==> config.mk <==
export PLATFORM = sky130hd
export DESIGN_NAME = date_difference_days
export DESIGN_NICKNAME = d
export VERILOG_FILES = /design/src/hdl/dd_pkg.sv /design/src/hdl/dd_year_split.sv /design/src/hdl/dd_day_count.sv /design/src/hdl/date_difference_days.sv
export SDC_FILE = /design/constraint.sdc
export NUM_CORES = 1
export LEC_CHECK = 0
export BUFFER_PORTS_ARGS = -buffer_cell sky130_fd_sc_hd__buf_2
export CAP_MARGIN = 20
export CORE_ASPECT_RATIO = 1.4
export CORE_MARGIN = 5
export CORE_UTILIZATION = 35
export CTS_CLUSTER_SIZE = 25
export DETAILED_ROUTE_END_ITERATION = 10
export SYNTH_ARGS = -nofsm -noshare
export SYNTH_HDL_FRONTEND = slang
export SYNTH_SLANG_ARGS = --single-unit
==> constraint.sdc <==
create_clock -name clk -period 26.2 [get_ports clk]
set_input_delay 6.55 -clock clk [delete_from_list [all_inputs] [get_ports clk]]
set_output_delay 6.55 -clock clk [all_outputs]
set_load 0.03 [all_outputs]
==> src/hdl/dd_pkg.sv <==
// ----------------------------------------------------------------------------
// dd_pkg
// shared types, constants and calendar tables for the date difference block
// ----------------------------------------------------------------------------
package dd_pkg;

  localparam int DayW     = 5;
  localparam int MonthW   = 4;
  localparam int YearW    = 14;
  localparam int DistW    = 22;
  localparam int DayNumW  = 23;
  localparam int Quart4W  = YearW - 2;
  localparam int ProdW    = 25;
  localparam int Q100W    = 8;
  localparam int Q400W    = Q100W - 2;
  localparam int OffsetW  = 9;

  // reciprocal of 25 scaled by 2^17, exact for quotients of 12-bit values
  localparam logic [12:0] Recip25    = 13'd5243;
  localparam int          RecipShift = 17;

  localparam logic [DistW-1:0] DistMax = {DistW{1'b1}};

  localparam logic [MonthW-1:0] MonthJan = 4'd1;
  localparam logic [MonthW-1:0] MonthFeb = 4'd2;
  localparam logic [MonthW-1:0] MonthMar = 4'd3;
  localparam logic [MonthW-1:0] MonthDec = 4'd12;

  typedef struct packed {
    logic [DayW-1:0]   day;
    logic [MonthW-1:0] month;
    logic [YearW-1:0]  year;
  } date_t;

  // first register stage of a date: raw fields and the /25 product
  typedef struct packed {
    logic [DayW-1:0]    day;
    logic [MonthW-1:0]  month;
    logic [YearW-1:0]   year;
    logic [Quart4W-1:0] year_q4;
    logic [ProdW-1:0]   prod;
  } split_t;

  // terms of the day number, years counted from march
  typedef struct packed {
    logic [YearW-1:0]   yy;
    logic [Quart4W-1:0] q4;
    logic [Q100W-1:0]   q100;
    logic [Q400W-1:0]   q400;
    logic [OffsetW-1:0] offset;
    logic [DayW-1:0]    day;
    logic               ok;
  } parts_t;

  // days from 1 march to the first of the month
  function automatic logic [OffsetW-1:0] month_offset(input logic [MonthW-1:0] m);
    logic [OffsetW-1:0] o;
    case (m)
      4'd3:    o = 9'd0;
      4'd4:    o = 9'd31;
      4'd5:    o = 9'd61;
      4'd6:    o = 9'd92;
      4'd7:    o = 9'd122;
      4'd8:    o = 9'd153;
      4'd9:    o = 9'd184;
      4'd10:   o = 9'd214;
      4'd11:   o = 9'd245;
      4'd12:   o = 9'd275;
      4'd1:    o = 9'd306;
      4'd2:    o = 9'd337;
      default: o = 9'd0;
    endcase
    return o;
  endfunction

  function automatic logic [DayW-1:0] month_days(input logic [MonthW-1:0] m,
                                                 input logic leap);
    logic [DayW-1:0] n;
    if (m == MonthFeb) begin
      n = leap ? 5'd29 : 5'd28;
    end else if (m inside {4'd4, 4'd6, 4'd9, 4'd11}) begin
      n = 5'd30;
    end else begin
      n = 5'd31;
    end
    return n;
  endfunction

endpackage

==> src/hdl/dd_year_split.sv <==
// ----------------------------------------------------------------------------
// dd_year_split
// two stages: year divided by 100, leap rule, date check and day number terms
// ----------------------------------------------------------------------------
module dd_year_split (
  input  logic           clk,
  input  logic           en,
  input  dd_pkg::date_t  date,
  output dd_pkg::parts_t parts
);
  import dd_pkg::*;

  split_t                split;
  parts_t                parts_next;
  logic [Quart4W-1:0]    q4_in;
  logic [Q100W-1:0]      q;
  logic [Quart4W-1:0]    rem;
  logic                  rem_zero;
  logic                  y4z;
  logic                  div100;
  logic                  leap;
  logic                  early;
  logic [Q100W-1:0]      q100yy;
  logic                  month_ok;

  assign q4_in = date.year[YearW-1:2];

  always_ff @(posedge clk) begin
    if (en) begin
      split.day     <= date.day;
      split.month   <= date.month;
      split.year    <= date.year;
      split.year_q4 <= q4_in;
      split.prod    <= ProdW'(q4_in) * ProdW'(Recip25);
    end
  end

  always_comb begin
    q        = split.prod[ProdW-1:RecipShift];
    rem      = split.year_q4 - Quart4W'(Quart4W'(q) * Quart4W'(25));
    rem_zero = (rem == '0);
    y4z      = (split.year[1:0] == 2'b00);
    div100   = y4z && rem_zero;
    leap     = y4z && (!rem_zero || (q[1:0] == 2'b00));
    early    = (split.month < MonthMar);
    month_ok = (split.month >= MonthJan) && (split.month <= MonthDec);
    q100yy   = q - Q100W'(early && div100);

    parts_next.yy     = split.year - YearW'(early);
    parts_next.q4     = split.year_q4 - Quart4W'(early && y4z);
    parts_next.q100   = q100yy;
    parts_next.q400   = q100yy[Q100W-1:2];
    parts_next.offset = month_offset(split.month);
    parts_next.day    = split.day;
    parts_next.ok     = (split.year != '0) && month_ok && (split.day != '0) &&
                        (split.day <= month_days(split.month, leap));
  end

  always_ff @(posedge clk) begin
    if (en) begin
      parts <= parts_next;
    end
  end

endmodule

==> src/hdl/dd_day_count.sv <==
// ----------------------------------------------------------------------------
// dd_day_count
// one stage: sums the terms into a day number from a fixed epoch
// ----------------------------------------------------------------------------
module dd_day_count (
  input  logic                       clk,
  input  logic                       en,
  input  dd_pkg::parts_t             parts,
  output logic [dd_pkg::DayNumW-1:0] day_num,
  output logic                       ok
);
  import dd_pkg::*;

  logic [DayNumW-1:0] day_num_next;

  always_comb begin
    day_num_next = DayNumW'(parts.yy) * DayNumW'(365)
                 + DayNumW'(parts.q4)
                 + DayNumW'(parts.q400)
                 + DayNumW'(parts.offset)
                 + DayNumW'(parts.day)
                 - DayNumW'(parts.q100);
  end

  always_ff @(posedge clk) begin
    if (en) begin
      day_num <= day_num_next;
      ok      <= parts.ok;
    end
  end

endmodule

==> src/hdl/date_difference_days.sv <==
// ----------------------------------------------------------------------------
// date_difference_days
// absolute day distance between two proleptic gregorian dates
// ----------------------------------------------------------------------------
// channel  dir  fields (lowest bit up)
// s_axis   in   tdata: first_day 5, first_month 4, first_year 14,
//                      second_day 5, second_month 4, second_year 14, pad 2
// m_axis   out  tdata: day_distance 22, pad 2; tuser: date_invalid 1
//
// one transaction accepted per cycle unless a result is stalled, result registered in turn through
// the stages: divide by 100 product, leap rule and checks, day number sum,
// difference with saturation into the output register
// the whole pipeline advances together and holds while a result is stalled
// rst clears the valid bits only, payload registers are left free
// ----------------------------------------------------------------------------
module date_difference_days (
  input  logic        clk,
  input  logic        rst,
  input  logic        s_axis_tvalid,
  output logic        s_axis_tready,
  // first_day, first_month, first_year, second_day, second_month, second_year
  input  logic [47:0] s_axis_tdata,
  output logic        m_axis_tvalid,
  input  logic        m_axis_tready,
  // day_distance
  output logic [23:0] m_axis_tdata,
  // date_invalid
  output logic [0:0]  m_axis_tuser
);
  import dd_pkg::*;

  date_t              date_a;
  date_t              date_b;
  parts_t             parts_a;
  parts_t             parts_b;
  logic [DayNumW-1:0] num_a;
  logic [DayNumW-1:0] num_b;
  logic               ok_a;
  logic               ok_b;
  logic               adv;
  logic               v1;
  logic               v2;
  logic               v3;
  logic [DayNumW-1:0] diff;
  logic [DistW-1:0]   day_gap_next;
  logic               invalid_next;
  logic [DistW-1:0]   day_gap;
  logic               invalid;

  // every stage moves when the output register is free or being emptied
  assign adv           = !m_axis_tvalid || m_axis_tready;
  assign s_axis_tready = adv;

  // unpack the input transaction
  assign date_a.day   = s_axis_tdata[4:0];
  assign date_a.month = s_axis_tdata[8:5];
  assign date_a.year  = s_axis_tdata[22:9];
  assign date_b.day   = s_axis_tdata[27:23];
  assign date_b.month = s_axis_tdata[31:28];
  assign date_b.year  = s_axis_tdata[45:32];

  dd_year_split u_split_a (
    .clk   (clk),
    .en    (adv),
    .date  (date_a),
    .parts (parts_a)
  );

  dd_year_split u_split_b (
    .clk   (clk),
    .en    (adv),
    .date  (date_b),
    .parts (parts_b)
  );

  dd_day_count u_count_a (
    .clk     (clk),
    .en      (adv),
    .parts   (parts_a),
    .day_num (num_a),
    .ok      (ok_a)
  );

  dd_day_count u_count_b (
    .clk     (clk),
    .en      (adv),
    .parts   (parts_b),
    .day_num (num_b),
    .ok      (ok_b)
  );

  // valid bits alongside the payload stages
  always_ff @(posedge clk) begin
    if (rst) begin
      v1            <= 1'b0;
      v2            <= 1'b0;
      v3            <= 1'b0;
      m_axis_tvalid <= 1'b0;
    end else if (adv) begin
      v1            <= s_axis_tvalid;
      v2            <= v1;
      v3            <= v2;
      m_axis_tvalid <= v3;
    end
  end

  // absolute difference, clamp to the field, zero on a bad date
  always_comb begin
    diff         = (num_a >= num_b) ? (num_a - num_b) : (num_b - num_a);
    invalid_next = !(ok_a && ok_b);
    if (invalid_next) begin
      day_gap_next = '0;
    end else if (diff > DayNumW'(DistMax)) begin
      day_gap_next = DistMax;
    end else begin
      day_gap_next = diff[DistW-1:0];
    end
  end

  always_ff @(posedge clk) begin
    if (adv) begin
      day_gap <= day_gap_next;
      invalid <= invalid_next;
    end
  end

  assign m_axis_tdata = {2'b00, day_gap};
  assign m_axis_tuser = invalid;

  // a bad date never carries a distance
  a_invalid_zero: assert property (@(posedge clk) disable iff (rst)
    m_axis_tvalid && m_axis_tuser[0] |-> (m_axis_tdata[DistW-1:0] == '0))
    else $error("invalid date with non-zero distance");

  // a stalled result keeps the last stage frozen as well
  a_stall_hold: assert property (@(posedge clk) disable iff (rst)
    m_axis_tvalid && !m_axis_tready |=> $stable(num_a) && $stable(num_b) && $stable(v3))
    else $error("pipeline moved during a stall");

  // an accepted transaction enters the first stage
  a_enter: assert property (@(posedge clk) disable iff (rst)
    s_axis_tvalid && s_axis_tready |=> v1)
    else $error("accepted transaction lost at entry");

endmodule

==> results.yml <==
global_routing:
  grt_pass1_vias: 19000
  grt_pass1_wl_um: 94200
  grt_start_max_net_pins: 78
  antenna_found_initial: 0
  grt-ovfl-total: 0
  grt_use_total_pct: 13.5
clocking:
  clk_pin_slew_ns: 0.06
  cts_sinks: 235
  cts_resized: 0
  postCtsSetupBuffers: 0
  cts-htree-levels: 1
  clockRootBuffer: "clkbuf_16"
  clk_path_buf_depth: 3
  hold_buffers: 0
  insertion_delay_ns: 0.56
  cts_buffers: 28
  cts_tree: "built"
critical_path:
  slowest_stage: "nand2b_4"
  worstPathRequired_ns: 19.65
  crit_fanout: 46
  crit_path_frequent_cell: "buf_2"
  arrival_ns: 7.42
  critPathCaptureType: "output port"
  crit_family: "simple AND/OR/NAND/NOR gates"
  crit_chain: "buf_2, nand2b_4, buf_2"
  start_kind: "input pin"
  crit_type: "input pin to output port"
  critPathBufInv: 2
  critPathMaxStageDelay_ns: 0.48
floorplan:
  core_um2: 78800
  die_area_um2: 85000
  die_height_um: 343
  num_rows: 122
  die_w_um: 248
  io_pins: 79
  start_util_pct: 35.2
synth:
  synthCells: 2602
  synth_edf_count: 231
  synth_cell_type_count: 79
  yosysWarnings: 0
  postSynth.asyncResetShare_pct: 0
  avgSynthCellArea_um2: 10.7
  synth-seq-area-share_pct: 25.3
  syn-cell-area_um2: 27700
  ys.flop_type: "edfxtp_1"
  ys_seq_elements: 235
drt:
  drc: 0
  wl_per_cell_um: 14.9
  ant_nets: 0
  vias_per_cell: 4.66
  drtIter0Drc: 646
  drtPass1Iterations: 4
  vias: 17500
  routed_wl_um: 55900
timing:
  skew_ns: 0.0237
  worst_pin_slew_ns: 0.977
  fmax_mhz: 71.6
  setup_viol_count_final: 0
  period_share_pct: 53.3
  hold_viol_final: 0
  slew_violations: 0
  tns_ns: 0
  post-route-min-period_ns: 13.97
  slew_headroom_pct: 34.3
  rsz0062_at_grt: "false"
layout:
  mostFrequentLayoutCells: "inv_1, ha_1, fa_1, edfxtp_1, xnor2_1"
  synthToLayoutAreaGrowth_pct: 8.96
  multiInputGateArea_um2: 18100
  drive_gt1_share_pct: 5.46
  diodes: 0
  nNetsFinal: 3546
  final_common_cell: "inv_1"
  fillCellCount: 7868
  seqCellArea_um2: 7020
status:
  outcome: "finished clean"
placement:
  numPortBuffers: 74
  hpwlAfterDp_um: 48400
  gp_congestion: 0.871
min_path:
  hold_path.class: "flop to flop"
job:
  max_cap_violations: 0
synthesized netlist by cell type (all sizes together) (15+ instances only):
| cell | number | area [um^2] |
|---|---|---|
| buf | 17 | 109 |
| nand2 | 77 | 289 |
| fa | 300 | 6010 |
| nor2 | 83 | 314 |
| inv | 634 | 2380 |
| edfxtp | 231 | 6940 |
| nand2b | 15 | 93.8 |
| nor3 | 31 | 155 |
| a21oi | 110 | 554 |
| nor4 | 17 | 113 |
| xor2 | 29 | 254 |
| o21ai | 55 | 283 |
| ha | 521 | 6520 |
| nand3 | 36 | 185 |
| xnor2 | 117 | 1020 |
| a21o | 48 | 362 |
| o21a | 21 | 158 |
| clkbuf | 23 | 87.6 |
| mux2i | 18 | 180 |
| nor2b | 22 | 138 |
per-stage QoR:
step	utilization (%)	setup WS, ns	hold slack [ns]	area [um^2]	cells
finish	38.3	12.23	0.427	30200	3747
global route	38.3	12.12	0.439	30200	3747
CTS	38.3	12.19	0.432	30200	3747
detailed placement	37.2	12.19	0.417	29300	3697
global placement	37.2	12.21	0.404	29300	3697
floorplan	-	6.37	0.400	27700	2603
logic make-up (layout without fill, tap and decap cells):
group,count (synthesis),after routing,synth area share [%]
flip-flops,235,235,25.3
AND/OR/NAND/NOR,349,349,6.31
buffers and inverters,674,764,9.30
multiplexers,21,21,0.853
other,1,2,0.0135
adder cells (fa/ha/maj),821,821,45.2
AO/OA/AOI/OAI,355,355,8.40
XOR/XNOR,146,146,4.61
worst paths after layout:
check | start | to | cells past startpoint | slack (ns)
max reg2reg | u_split_b.parts[44]$_DFFE_PP_ | u_count_b.day_num[19]$_DFFE_PP_ | 20 | 20.14
min | u_split_b.parts[0]$_DFFE_PP_ | u_count_b.ok$_DFFE_PP_ | 0 | 0.43
min reg2reg | u_split_b.parts[0]$_DFFE_PP_ | u_count_b.ok$_DFFE_PP_ | 0 | 0.43
max | m_axis_tready | s_axis_tready | 3 | 12.23
state kept, by name, indices dropped and copies added, names as in the netlist, 18 cells and up:
| name | flops |
|---|---|
| u_count_b.day_num | 23 |
| u_split_a.parts | 49 |
| u_split_b.split | 18 |
| u_count_a.day_num | 23 |
| u_split_a.split | 18 |
| day_gap | 22 |
| u_split_b.parts | 49 |
routing by layer:
layer  part of all wire [%]  track usage [%]
met1                     41             15.9
met2                     54             26.2
met3                    2.2             1.21
met4                    2.3             3.35
met5                      0                0
layout make-up:
class / instances / area share, %
sequential: 235 / 23.2
inverter: 634 / 7.88
multi-input combinational: 1694 / 60.0
timing repair buffer: 80 / 1.38
clock buffer: 32 / 2.44
clock inverter: 18 / 0.651
tap: 1054 / 4.37
Power is not shown: default switching activity piles up to over one toggle a cycle in this logic, so the estimate is an artifact.
